[src/rtl/hsv2rgb_pkg.sv]
package hsv2rgb_pkg;

  // One input beat: hue in degrees, saturation and value in percent, alpha.
  typedef struct packed {
    logic [8:0] hue;
    logic [6:0] saturation;
    logic [6:0] brightness;
    logic [7:0] alpha_in;
  } hsv_in_t;

  // One output beat: 8-bit color channels and alpha.
  typedef struct packed {
    logic [7:0] red;
    logic [7:0] green;
    logic [7:0] blue;
    logic [7:0] alpha_out;
  } rgb_out_t;

  localparam int unsigned PctWidth   = 7;
  localparam int unsigned RemWidth   = 6;
  localparam int unsigned CoefWidth  = 13;   // coefficients up to 6000
  localparam int unsigned ProdWidth  = 20;   // percent * coefficient, up to 600000
  localparam int unsigned ChanWidth  = 8;

  localparam logic [8:0]           HueWrap    = 9'd360;
  localparam logic [8:0]           SectorDeg  = 9'd60;
  localparam logic [PctWidth-1:0]  PctMax     = 7'd100;
  localparam logic [CoefWidth-1:0] CoefFull   = 13'd6000;
  localparam logic [7:0]           AlphaOpaque = 8'hFF;

  // channel = floor(255 * x / 600000) = floor(17 * x / 40000)
  // 40000 = 64 * 625; divide by 625 as multiply by ceil(2^28 / 625) and shift.
  localparam int unsigned ScaledWidth = 24;  // 17 * x, below 2^24
  localparam int unsigned PreShift    = 6;
  localparam int unsigned QuotWidth   = ScaledWidth - PreShift;
  localparam int unsigned RecipWidth  = 19;
  localparam logic [RecipWidth-1:0] ChanRecip = 19'd429497;
  localparam int unsigned ChanShift   = 28;

endpackage

[src/rtl/hsv2rgb_scale.sv]
module hsv2rgb_scale (
  input  logic                                clk_i,
  input  logic                                mul_en_i,
  input  logic                                div_en_i,
  input  logic [hsv2rgb_pkg::PctWidth-1:0]    pct_i,
  input  logic [hsv2rgb_pkg::CoefWidth-1:0]   coef_i,
  output logic [hsv2rgb_pkg::ChanWidth-1:0]   chan_o
);

  localparam int unsigned MulWidth = hsv2rgb_pkg::QuotWidth + hsv2rgb_pkg::RecipWidth;

  logic [hsv2rgb_pkg::ProdWidth-1:0]   prod_d, prod_q;
  logic [hsv2rgb_pkg::ScaledWidth-1:0] scaled;
  logic [hsv2rgb_pkg::QuotWidth-1:0]   pre_div;
  logic [MulWidth-1:0]                 recip_prod;
  logic [hsv2rgb_pkg::ChanWidth-1:0]   chan_d, chan_q;

  // Value times the sector coefficient.
  assign prod_d = hsv2rgb_pkg::ProdWidth'(pct_i) * hsv2rgb_pkg::ProdWidth'(coef_i);

  // Times 17 by shift-add, drop the power-of-two part of 40000, divide by 625.
  assign scaled  = (hsv2rgb_pkg::ScaledWidth'(prod_q) << 4)
                 + hsv2rgb_pkg::ScaledWidth'(prod_q);
  assign pre_div = scaled[hsv2rgb_pkg::ScaledWidth-1:hsv2rgb_pkg::PreShift];
  assign recip_prod = MulWidth'(pre_div) * MulWidth'(hsv2rgb_pkg::ChanRecip);
  assign chan_d = recip_prod[hsv2rgb_pkg::ChanShift +: hsv2rgb_pkg::ChanWidth];

  always_ff @(posedge clk_i) begin
    if (mul_en_i) begin
      prod_q <= prod_d;
    end
    if (div_en_i) begin
      chan_q <= chan_d;
    end
  end

  assign chan_o = chan_q;

endmodule

[src/rtl/hsv_to_rgb_converter_top.sv]
// HSV to RGB converter, four register stages.
// Throughput: one beat per cycle while the output is not stalled; each stage holds only while its successor is full.
// Reset (rst_ni low, asynchronous): all stage valid bits clear, pipeline empties.
// Payload registers are not reset.
module hsv_to_rgb_converter_top (
  input  logic                 clk_i,
  input  logic                 rst_ni,
  input  logic                 in_valid_i,
  output logic                 in_stall_o,
  input  hsv2rgb_pkg::hsv_in_t in_data_i,
  output logic                 out_valid_o,
  input  logic                 out_stall_i,
  output hsv2rgb_pkg::rgb_out_t out_data_o
);

  // Hue sectors, 60 degrees each.
  typedef enum logic [2:0] {
    SEC_RED_YEL = 3'd0,
    SEC_YEL_GRN = 3'd1,
    SEC_GRN_CYN = 3'd2,
    SEC_CYN_BLU = 3'd3,
    SEC_BLU_MAG = 3'd4,
    SEC_MAG_RED = 3'd5
  } sector_e;

  localparam int unsigned PW = hsv2rgb_pkg::PctWidth;
  localparam int unsigned CW = hsv2rgb_pkg::CoefWidth;
  localparam int unsigned RW = hsv2rgb_pkg::RemWidth;

  // ---------------------------------------------------------------------------
  // Flow control. A stage loads when it is empty or its successor loads, so
  // bubbles collapse and a full output register still lets the front fill.
  // ---------------------------------------------------------------------------
  logic v1_q, v2_q, v3_q, vo_q;
  logic adv1, adv2, adv3, adv4;

  assign adv4 = !vo_q || !out_stall_i;
  assign adv3 = !v3_q || adv4;
  assign adv2 = !v2_q || adv3;
  assign adv1 = !v1_q || adv2;

  assign in_stall_o  = !adv1;
  assign out_valid_o = vo_q;

  always_ff @(posedge clk_i or negedge rst_ni) begin
    if (!rst_ni) begin
      v1_q <= 1'b0;
      v2_q <= 1'b0;
      v3_q <= 1'b0;
      vo_q <= 1'b0;
    end else begin
      if (adv1) v1_q <= in_valid_i;
      if (adv2) v2_q <= v1_q;
      if (adv3) v3_q <= v2_q;
      if (adv4) vo_q <= v3_q;
    end
  end

  // ---------------------------------------------------------------------------
  // Stage 1: clamp percentages, fold hue into 0..359, split into sector/rem.
  // Zero saturation forces opaque alpha; the channel math already gives grey
  // there, since every coefficient collapses to full scale.
  // ---------------------------------------------------------------------------
  logic [PW-1:0] sat_c, val_c;
  logic [8:0]    hue_w;
  sector_e       sector_d;
  logic [8:0]    rem_w;
  logic [7:0]    alpha_d;

  sector_e       sector1_q;
  logic [RW-1:0] rem1_q;
  logic [PW-1:0] sat1_q, val1_q;
  logic [7:0]    alpha1_q;

  always_comb begin
    sat_c = (in_data_i.saturation > hsv2rgb_pkg::PctMax) ? hsv2rgb_pkg::PctMax
                                                         : in_data_i.saturation;
    val_c = (in_data_i.brightness > hsv2rgb_pkg::PctMax) ? hsv2rgb_pkg::PctMax
                                                         : in_data_i.brightness;
    hue_w = (in_data_i.hue >= hsv2rgb_pkg::HueWrap) ? in_data_i.hue - hsv2rgb_pkg::HueWrap
                                                    : in_data_i.hue;
    alpha_d = (in_data_i.saturation == '0) ? hsv2rgb_pkg::AlphaOpaque : in_data_i.alpha_in;

    if (hue_w < hsv2rgb_pkg::SectorDeg) begin
      sector_d = SEC_RED_YEL;
      rem_w    = hue_w;
    end else if (hue_w < 9'(2 * hsv2rgb_pkg::SectorDeg)) begin
      sector_d = SEC_YEL_GRN;
      rem_w    = hue_w - hsv2rgb_pkg::SectorDeg;
    end else if (hue_w < 9'(3 * hsv2rgb_pkg::SectorDeg)) begin
      sector_d = SEC_GRN_CYN;
      rem_w    = hue_w - 9'(2 * hsv2rgb_pkg::SectorDeg);
    end else if (hue_w < 9'(4 * hsv2rgb_pkg::SectorDeg)) begin
      sector_d = SEC_CYN_BLU;
      rem_w    = hue_w - 9'(3 * hsv2rgb_pkg::SectorDeg);
    end else if (hue_w < 9'(5 * hsv2rgb_pkg::SectorDeg)) begin
      sector_d = SEC_BLU_MAG;
      rem_w    = hue_w - 9'(4 * hsv2rgb_pkg::SectorDeg);
    end else begin
      sector_d = SEC_MAG_RED;
      rem_w    = hue_w - 9'(5 * hsv2rgb_pkg::SectorDeg);
    end
  end

  always_ff @(posedge clk_i) begin
    if (adv1) begin
      sector1_q <= sector_d;
      rem1_q    <= rem_w[RW-1:0];
      sat1_q    <= sat_c;
      val1_q    <= val_c;
      alpha1_q  <= alpha_d;
    end
  end

  // ---------------------------------------------------------------------------
  // Stage 2: coefficients on a 6000 scale and the sector permutation.
  //   p = (100-S)*60, q = 6000 - rem*S, t = 6000 - (60-rem)*S
  // ---------------------------------------------------------------------------
  logic [CW-1:0] rem_sat, comp_sat, coef_p, coef_q, coef_t;
  logic [6:0]    rem_comp;
  logic [CW-1:0] kr_d, kg_d, kb_d;

  logic [CW-1:0] kr2_q, kg2_q, kb2_q;
  logic [PW-1:0] val2_q;
  logic [7:0]    alpha2_q;

  always_comb begin
    rem_comp = 7'(hsv2rgb_pkg::SectorDeg) - 7'(rem1_q);
    rem_sat  = CW'(rem1_q) * CW'(sat1_q);
    comp_sat = CW'(rem_comp) * CW'(sat1_q);
    coef_p   = CW'(hsv2rgb_pkg::PctMax - sat1_q) * CW'(hsv2rgb_pkg::SectorDeg);
    coef_q   = hsv2rgb_pkg::CoefFull - rem_sat;
    coef_t   = hsv2rgb_pkg::CoefFull - comp_sat;

    case (sector1_q)
      SEC_RED_YEL: begin
        kr_d = hsv2rgb_pkg::CoefFull; kg_d = coef_t; kb_d = coef_p;
      end
      SEC_YEL_GRN: begin
        kr_d = coef_q; kg_d = hsv2rgb_pkg::CoefFull; kb_d = coef_p;
      end
      SEC_GRN_CYN: begin
        kr_d = coef_p; kg_d = hsv2rgb_pkg::CoefFull; kb_d = coef_t;
      end
      SEC_CYN_BLU: begin
        kr_d = coef_p; kg_d = coef_q; kb_d = hsv2rgb_pkg::CoefFull;
      end
      SEC_BLU_MAG: begin
        kr_d = coef_t; kg_d = coef_p; kb_d = hsv2rgb_pkg::CoefFull;
      end
      default: begin
        kr_d = hsv2rgb_pkg::CoefFull; kg_d = coef_p; kb_d = coef_q;
      end
    endcase
  end

  always_ff @(posedge clk_i) begin
    if (adv2) begin
      kr2_q    <= kr_d;
      kg2_q    <= kg_d;
      kb2_q    <= kb_d;
      val2_q   <= val1_q;
      alpha2_q <= alpha1_q;
    end
  end

  // ---------------------------------------------------------------------------
  // Stages 3 and 4: per channel, value times coefficient, then the scale to
  // 8 bits. Alpha rides alongside.
  // ---------------------------------------------------------------------------
  logic [7:0] alpha3_q, alpha4_q;
  logic [hsv2rgb_pkg::ChanWidth-1:0] red, green, blue;

  hsv2rgb_scale u_scale_red (
    .clk_i    (clk_i),
    .mul_en_i (adv3),
    .div_en_i (adv4),
    .pct_i    (val2_q),
    .coef_i   (kr2_q),
    .chan_o   (red)
  );

  hsv2rgb_scale u_scale_green (
    .clk_i    (clk_i),
    .mul_en_i (adv3),
    .div_en_i (adv4),
    .pct_i    (val2_q),
    .coef_i   (kg2_q),
    .chan_o   (green)
  );

  hsv2rgb_scale u_scale_blue (
    .clk_i    (clk_i),
    .mul_en_i (adv3),
    .div_en_i (adv4),
    .pct_i    (val2_q),
    .coef_i   (kb2_q),
    .chan_o   (blue)
  );

  always_ff @(posedge clk_i) begin
    if (adv3) alpha3_q <= alpha2_q;
    if (adv4) alpha4_q <= alpha3_q;
  end

  assign out_data_o.red       = red;
  assign out_data_o.green     = green;
  assign out_data_o.blue      = blue;
  assign out_data_o.alpha_out = alpha4_q;

endmodule

[config.mk]
export PLATFORM = sky130hd
export DESIGN_NAME = hsv_to_rgb_converter_top
export DESIGN_NICKNAME = d
export VERILOG_FILES = /design/src/rtl/hsv2rgb_pkg.sv /design/src/rtl/hsv2rgb_scale.sv /design/src/rtl/hsv_to_rgb_converter_top.sv
export SDC_FILE = /design/constraint.sdc
export NUM_CORES = 2
export LEC_CHECK = 0
export ABC_AREA = 1
export BUFFER_PORTS_ARGS = -buffer_cell sky130_fd_sc_hd__buf_2
export CORE_MARGIN = 4
export CORE_UTILIZATION = 55
export DETAILED_ROUTE_END_ITERATION = 16
export GPL_ROUTABILITY_DRIVEN = 0
export MAX_ROUTING_LAYER = met4
export PLACE_DENSITY = 0.74
export SYNTH_ARGS = -nofsm -noshare
export SYNTH_HDL_FRONTEND = slang
export SYNTH_SLANG_ARGS = --single-unit
[constraint.sdc]
create_clock -name clk_i -period 6.6 [get_ports clk_i]
set_clock_uncertainty 0.05 [all_clocks]
set_input_delay 0.66 -clock clk_i [delete_from_list [all_inputs] [get_ports clk_i]]
set_output_delay 0.66 -clock clk_i [all_outputs]
set_load 0.05 [all_outputs]
# [Word-level counts from Yosys, hierarchy flattened]
# Index checks and enable logic that the tools add are counted.
[classes] n_lt_le_gt_ge=8 reduce_logical=18 add_sub_neg=13 n_mul=9 muxes=13 n_eq_ne=4
[ops] cell="13-bit one-hot mux with 3 select lines" count=3
[ops] cell="18-bit by 19-bit multiplier with 36-bit output (second input constant)" count=3
[ops] cell="24-bit by 20-bit adder with 24-bit output" count=3
[ops] cell="7-bit by 13-bit multiplier with 20-bit output" count=3
[ops] cell="6-bit 2-to-1 mux" count=5
[ops] cell="6-bit subtractor (second input constant)" count=5
[ops] cell="13-bit subtractor (first input constant)" count=2
[ops] cell="9-bit by 8-bit < comparator with 1-bit output (second input constant)" count=2
[ops] cell="7-bit greater-than comparator (second input constant)" count=2
[ops] cell="13-bit by 4-bit multiplier with 11-bit output (second input constant)" count=1
[ops] cell="6-bit by 7-bit multiplier with 13-bit output" count=1
[ops] cell="7-bit by 7-bit multiplier with 13-bit output" count=1
[ops] cell="2-bit OR reduction" count=5
[ops] cell="9-bit >= comparator (second input constant)" count=1
[ops] cell="9-bit by 6-bit < comparator with 1-bit output (second input constant)" count=1
[ops] cell="9-bit by 7-bit < comparator with 1-bit output (second input constant)" count=1
[ops] cell="9-bit < comparator (second input constant)" count=1
[ops] cell="9-bit 2-to-1 mux" count=1
[ops] cell="9-bit subtractor (second input constant)" count=1
[ops] cell="7-bit by 7-bit subtractor with 8-bit output (first input constant)" count=1
[ops] cell="7-bit zero test" count=1
[ops] cell="6-bit by 6-bit subtractor with 7-bit output (first input constant)" count=1
[ops] cell="3-bit by 2-bit == test with 1-bit output (second input constant)" count=2
[ops] cell="1-bit zero test" count=6
[ops] cell="other kinds (7)" count=12
[word_totals] reg_bits=189 out_inout_bits=34

# [Logic depth before layout (Yosys ltp)]
[logic_depth] depth_word=8 depth_mapped=37 ltp_nobuf=37

# [By module]
# From an unflattened synthesis, not the netlist that was laid out.
[hier_totals] cells_unflattened=4906 area_unflattened_um2=41612.4
[by_module_without_submodules] module="hsv2rgb_scale at u_scale_green" area_per_inst_um2=10894.2 cells_each=1296 instances=1
[by_module_without_submodules] module="hsv2rgb_scale at u_scale_red" area_per_inst_um2=10872.9 cells_each=1284 instances=1
[by_module_without_submodules] module="hsv2rgb_scale at u_scale_blue" area_per_inst_um2=10856.7 cells_each=1287 instances=1
[by_module_without_submodules] module="hsv_to_rgb_converter_top" area_per_inst_um2=8988.6 cells_each=1039 instances=1

# [Worst setup path after synthesis]
# Ideal clock, no wire load.
[synth_timing] kind="register to register" startpoint="register u_scale_green.prod_q[19] in the netlist's numbering" endpoint="register u_scale_green.chan_q, in the netlist u_scale_green.chan_o[4], data pin" synth_period_minus_slack_ns=6.642 setup_ns=0.252 t_arrival_ns=6.340 stages_incl_launch_ff=31 setup_slack_ns=-0.042 t_required_ns=6.298 path_cell_list="edfxtp_1 -> ha_1 -> inv_1 -> o21bai_1 -> a22oi_1 -> and3_4 -> nor2_8 -> xor2_4 -> ha_1 -> inv_1 -> ha_1 -> or2_1 -> fa_1 -> inv_1 -> fa_1 -> fa_1 -> inv_1 -> fa_1 -> inv_1 -> fa_1 -> inv_1 -> ha_1 -> a21o_1 -> a21oi_1 -> nor2_1 -> nor3_1 -> o21ai_0 -> a21boi_0 -> nand2_1 -> nand2_1 -> nand2_1"
[synth_between] elab_chain_cells=2
[synth_lines] element="start, declared" line_no="hsv2rgb_scale.sv:12" source="logic [hsv2rgb_pkg::ProdWidth-1:0] prod_d, prod_q;"
[synth_lines] element="start signal, assigned" line_no="hsv2rgb_scale.sv:30" source="prod_q <= prod_d;"
[synth_lines] element="24-bit by 20-bit adder with 24-bit output" line_no="hsv2rgb_scale.sv:23" source="+ hsv2rgb_pkg::ScaledWidth'(prod_q);"
[synth_lines] element="18-bit by 19-bit multiplier with 36-bit output" line_no="hsv2rgb_scale.sv:25" source="assign recip_prod = MulWidth'(pre_div) * MulWidth'(hsv2rgb_pkg::ChanRecip);"
[synth_lines] element="net u_scale_green.recip_prod[32]" line_no="hsv2rgb_scale.sv:15" source="logic [MulWidth-1:0] recip_prod;"
[synth_lines] element="end signal, assigned" line_no="hsv2rgb_scale.sv:33" source="chan_q <= chan_d;"
[synth_lines] element="end, declared" line_no="hsv2rgb_scale.sv:16" source="logic [hsv2rgb_pkg::ChanWidth-1:0] chan_d, chan_q;"
# The timed path passes the listed nets, and every way through them passes these cells.
# A chain may end at the register's enable or synchronous reset.

# [Final worst setup path]
[layout_timing] startpoint="register u_scale_red.prod_q[11] in the netlist's numbering" endpoint="register u_scale_red.chan_q, in the netlist u_scale_red.chan_o[4], data pin"
[layout_between] elab_chain_cells=2
[layout_lines] element="start, declared" line_no="hsv2rgb_scale.sv:12"
[layout_lines] element="start signal, assigned" line_no="hsv2rgb_scale.sv:30"
[layout_lines] element="24-bit by 20-bit adder with 24-bit output" line_no="hsv2rgb_scale.sv:23"
[layout_lines] element="18-bit by 19-bit multiplier with 36-bit output" line_no="hsv2rgb_scale.sv:25"
[layout_lines] element="net u_scale_red.recip_prod[32]" line_no="hsv2rgb_scale.sv:15"
[layout_lines] element="end signal, assigned" line_no="hsv2rgb_scale.sv:33"
[layout_lines] element="end, declared" line_no="hsv2rgb_scale.sv:16"
# The timed path passes the listed nets, and every way through them passes these cells.

==> flow_summary.html <==
<table>
<tr><th>Metric</th><th>Value</th></tr>
<tr><th colspan="2">Setup path</th></tr>
<tr><td>Largest stage delay, worst path</td><td>0.57 ns</td></tr>
<tr><td>Most common cell type on the critical path</td><td>fa_1</td></tr>
<tr><td>Category of the most critical setup path</td><td>flop to flop</td></tr>
<tr><td>Critical Path AT</td><td>7.03 ns</td></tr>
<tr><td>Reg-to-Reg End</td><td>u_scale_red.chan_o[4]$_DFFE_PP_</td></tr>
<tr><td>Worst Setup End Kind</td><td>flop</td></tr>
<tr><td>Kind of start point of the critical path</td><td>flop</td></tr>
<tr><td>Critical path data required time</td><td>6.82 ns</td></tr>
<tr><td>Crit path max fanout</td><td>4</td></tr>
<tr><td>End point of the critical path</td><td>u_scale_red.chan_o[4]$_DFFE_PP_</td></tr>
<tr><td>Slowest stage cell, crit path</td><td>fa_1</td></tr>
<tr><td>Worst reg-to-reg path cell count</td><td>27</td></tr>
<tr><td>Origin of the critical flop-to-flop path</td><td>u_scale_red.prod_q[11]$_DFFE_PP_</td></tr>
<tr><td>Setup slack of the most critical reg-to-reg path</td><td>-0.20 ns</td></tr>
<tr><td>CP startpoint</td><td>u_scale_red.prod_q[11]$_DFFE_PP_</td></tr>
<tr><th colspan="2">Timing</th></tr>
<tr><td>Setup violation total in the final timing report</td><td>17</td></tr>
<tr><td>Share of the clock period used by the worst path after layout</td><td>103.1%</td></tr>
<tr><td>Count of pins over their slew limit</td><td>0</td></tr>
<tr><td>Maximum frequency from static timing analysis</td><td>about 0.15 GHz</td></tr>
<tr><td>Worst Tran Pin Value</td><td>1.076 ns</td></tr>
<tr><td>Final hold violation count</td><td>0</td></tr>
<tr><td>Final period demand of the worst path</td><td>about 6.8 ns</td></tr>
<tr><td>Headroom to the max-slew limit</td><td>28.24%</td></tr>
<tr><td>Unrepaired setup endpoints after global routing</td><td>true</td></tr>
<tr><td>Worst hold margin</td><td>0.2741 ns</td></tr>
<tr><td>Setup slack of the critical path after layout</td><td>-0.2015 ns</td></tr>
<tr><th colspan="2">Synth</th></tr>
<tr><td>Main combinational cell family by area after synthesis</td><td>adder cells</td></tr>
<tr><td>Syn nets</td><td>6041</td></tr>
<tr><td>Flip-flop and latch count after synthesis</td><td>189</td></tr>
<tr><td>Post-synth cell types</td><td>61</td></tr>
<tr><td>Post-synthesis mux area share</td><td>0%</td></tr>
<tr><td>Mean cell area of the mapped netlist</td><td>roughly 8.6 um2</td></tr>
<tr><td>Syn Inst Count</td><td>4732</td></tr>
<tr><td>Yosys synthesis warning count</td><td>0</td></tr>
<tr><td>Compound-gate portion of the synthesized area</td><td>between 6 and 7%</td></tr>
<tr><td>Post-Syn Area</td><td>40740 um2</td></tr>
<tr><td>Asr flop ratio synth</td><td>2.116%</td></tr>
<tr><td>Post-synth EDFFs</td><td>185</td></tr>
<tr><td>Arithmetic-cell share of the synthesized area counting full adders, half adders and majority gates</td><td>roughly half</td></tr>
<tr><td>Synthesized-area fraction occupied by and/or/nand/nor cells</td><td>13.95%</td></tr>
<tr><td>Sequential element share of the synthesized area</td><td>approximately 14%</td></tr>
<tr><td>Fraction of synthesized cell area in xor and xnor cells</td><td>3.121%</td></tr>
<tr><td>Primary FF master, synth</td><td>edfxtp_1</td></tr>
<tr><th colspan="2">GRT</th></tr>
<tr><td>First-pass GRT wire length</td><td>162.3 mm</td></tr>
<tr><td>Via count of the first global-routing pass</td><td>about 34000</td></tr>
<tr><td>GRT overflow</td><td>0</td></tr>
<tr><td>Pin count of the biggest net entering global routing</td><td>61</td></tr>
<tr><td>Global-route total usage across every layer</td><td>26.04%</td></tr>
<tr><td>Antenna violations before repair</td><td>0</td></tr>
<tr><th colspan="2">Die</th></tr>
<tr><td>Full die area</td><td>78480 um2</td></tr>
<tr><td>Number of ports placed on the die boundary</td><td>69</td></tr>
<tr><td>Die width</td><td>280.1 um</td></tr>
<tr><td>CORE AREA</td><td>~73000 um2</td></tr>
<tr><td>Num rows</td><td>99</td></tr>
<tr><td>Vertical die dimension</td><td>280.1 um</td></tr>
<tr><td>Effective utilization at floorplan</td><td>between 50 and 60%</td></tr>
<tr><th colspan="2">Layout</th></tr>
<tr><td>Top library cells by usage in the layout, fill and taps aside</td><td>1176 x inv_1, 816 x nand2_1, 581 x fa_1, 577 x ha_1, 323 x buf_4</td></tr>
<tr><td>Count of non-filler cells in the finished layout</td><td>6091</td></tr>
<tr><td>Antenna diode count</td><td>0</td></tr>
<tr><td>Layout Area Growth over Synthesis</td><td>17.39%</td></tr>
<tr><td>Post-layout net count</td><td>6428</td></tr>
<tr><td>Fraction of layout instances using a drive strength above 1</td><td>between 10% and 20%</td></tr>
<tr><td>Commonest non-fill, non-tap cell in the layout</td><td>inv_1</td></tr>
<tr><td>Post-layout utilization of the core</td><td>65.32%</td></tr>
<tr><th colspan="2">Run status</th></tr>
<tr><td>Violations in the final reports</td><td>setup timing</td></tr>
<tr><td>Outcome</td><td>finished with violations</td></tr>
<tr><th colspan="2">Detailed routing</th></tr>
<tr><td>Total routed wirelength</td><td>102.9 mm</td></tr>
<tr><td>DRC</td><td>0</td></tr>
<tr><td>Total iterations of the first detailed-routing run</td><td>6</td></tr>
<tr><td>Initial detailed-routing violation count</td><td>2433</td></tr>
<tr><td>Detail-routed net length per standard cell</td><td>16.89 um</td></tr>
<tr><td>Vias/cell</td><td>5.365</td></tr>
<tr><td>Via count of the routed design</td><td>32680</td></tr>
<tr><td>Residual antenna-violating net count after detailed routing</td><td>0</td></tr>
<tr><th colspan="2">Place</th></tr>
<tr><td>DP Cell Count</td><td>5982</td></tr>
<tr><td>Number of I/O port buffers</td><td>68</td></tr>
<tr><td>HPWL reported at the end of detailed placement</td><td>80.42 mm</td></tr>
<tr><td>Dpl ws</td><td>-0.2477 ns</td></tr>
<tr><th colspan="2">Clocking</th></tr>
<tr><td>Worst skew pair latency</td><td>between 0.5 and 0.6 ns</td></tr>
<tr><td>H-tree levels</td><td>4</td></tr>
<tr><td>Buffers from clock root to sink, at most</td><td>2</td></tr>
<tr><td>Clock sink count</td><td>189</td></tr>
<tr><td>TritonCTS clock tree</td><td>yes</td></tr>
<tr><td>Buffer cell driving the clock tree root</td><td>clkbuf_16</td></tr>
<tr><td>Cts bufs inserted</td><td>17</td></tr>
<tr><td>Clock-pin transition on the worst setup and hold timing paths</td><td>0.09 ns</td></tr>
<tr><th colspan="2">Min path</th></tr>
<tr><td>Path category of the worst min-delay check</td><td>input port to flop</td></tr>
<tr><th colspan="2">Run</th></tr>
<tr><td>Max capacitance violation total</td><td>0</td></tr>
</table>
==> cells by family (layout without fill, tap and decap cells) <==
kind of cell	after synthesis	in the layout
AOI/OAI and AO/OA	490	490
xor gates and xnor gates	143	143
adders and majority gates	1274	1274
buffers and inverters	1278	1678
DFF	189	189
and+or+nand+nor	1358	1358
==> critical path, delay by kind of cell (launching register included) <==
kind	cells	cell delay, ns
fa+ha+maj	8	3.49
buf+inv	3	0.28
flops	1	0.42
compound gates	9	1.65
simple gates	7	0.67
==> repair_timing <==
| action | in CTS | in global routing |
|---|---|---|
| hold buffers | 1 | 0 |
| pin swaps | 102 | 193 |
| gates resized for setup | 176 | 350 |
| hold endpoints to repair | 4 | 0 |
| setup buffers | 29 | 51 |
| endpoints found under the setup margin | 24 | 24 |
==> final cells by class <==
class	count	area (um2)
Tap cell	959	1200
Sequential cell	189	5655
Fill cell	5609	25390
Clock inverter	15	198.9
Clock buffer	17	425.4
Multi-Input combinational cell	3265	32660
Timing Repair Buffer	417	3057
Inverter	1229	4621
==> state kept, by name (all words and copies together), names as in the netlist, 3 cells and up <==
register	cells
alpha1_q	8
u_scale_blue.prod_q	20
u_scale_blue.chan_o	8
u_scale_red.chan_o	8
kg2_q	13
val1_q	7
rem1_q	6
sat1_q	7
alpha4_q	8
u_scale_green.chan_o	8
u_scale_red.prod_q	20
alpha2_q	8
kr2_q	13
alpha3_q	8
kb2_q	13
sector1_q	3
val2_q	7
u_scale_green.prod_q	20
==> how the worst min path moves through the flow <==
| stage | from | to | slack (ns) | depth (start not counted) |
|---|---|---|---|---|
| 2_1_floorplan | rst_ni | out_valid_o$_DFFE_PN0P_ | 0.31 | 0 |
| 3_3_place_gp | val1_q[4]$_SDFFCE_PN0N_ | val2_q[4]$_DFFE_PP_ | 0.35 | 0 |
| 3_5_place_dp | alpha1_q[0]$_SDFFCE_PN1N_ | alpha2_q[0]$_DFFE_PP_ | 0.35 | 0 |
| 4_1_cts | in_valid_i | v1_q$_DFFE_PN0N_ | 0.25 | 2 |
| 5_1_grt | in_data_i[13] | val1_q[5]$_SDFFCE_PN1N_ | 0.26 | 1 |
| 6_report | in_valid_i | v1_q$_DFFE_PN0N_ | 0.27 | 2 |
==> per-layer routing <==
| metal | track usage, % | wire (um) | part of all wire [%] | up-vias |
|---|---|---|---|---|
| met5 | - | 0 | 0 | - |
| met4 | 7.758 | 4075 | 4.0 | 0 |
| met3 | 3.786 | 5314 | 5.2 | 313 |
| met2 | 44.21 | 50980 | 50 | 1036 |
| met1 | 32.62 | 42480 | 41 | 15860 |
| li1 | - | - | - | 15470 |
==> synthesized netlist by cell type, types with 4 or more instances <==
master | number | share of area (%)
dfrtp_1 | 4 | 0.25
a221oi_1 | 7 | 0.15
and2_1 | 5 | 0.077
nand3_2 | 4 | 0.098
a21oi_1 | 239 | 2.9
nor3_1 | 35 | 0.43
nor4_1 | 17 | 0.26
o21ai_0 | 112 | 1.4
a21o_1 | 25 | 0.46
nor2_2 | 5 | 0.077
o2111ai_1 | 9 | 0.19
a31oi_1 | 14 | 0.21
xnor2_1 | 43 | 0.92
clkbuf_1 | 36 | 0.33
o31ai_1 | 8 | 0.15
fa_1 | 605 | 30
nand2_1 | 902 | 8.3
a21boi_0 | 5 | 0.092
o211ai_1 | 9 | 0.17
nand3_1 | 139 | 1.7
inv_1 | 1219 | 11
nor2_1 | 173 | 1.6
buf_1 | 6 | 0.055
o22ai_1 | 8 | 0.12
nand2_2 | 9 | 0.14
ha_1 | 669 | 21
o221ai_1 | 9 | 0.19
xor2_1 | 99 | 2.1
a211oi_1 | 8 | 0.15
nand4_1 | 18 | 0.28
o21ai_1 | 6 | 0.074
buf_2 | 5 | 0.061
o21bai_1 | 11 | 0.20
inv_2 | 9 | 0.083
edfxtp_1 | 185 | 14
and3_1 | 4 | 0.061
nand3b_1 | 6 | 0.11
nand2_4 | 6 | 0.17
or2_2 | 26 | 0.40
==> through the flow <==
stage	TNS [ns]	instance area, um2
after floorplan	-0.03786	40750
after global placement	-0.3858	44140
after detailed placement	-3.100	44140
after CTS	-0.1882	45870
after global routing	-7.229	47820
final	-1.359	47820
Power is left out: the tool's default activity adds up to more than one toggle a clock period on the data nets, which glitch-free logic cannot reach.
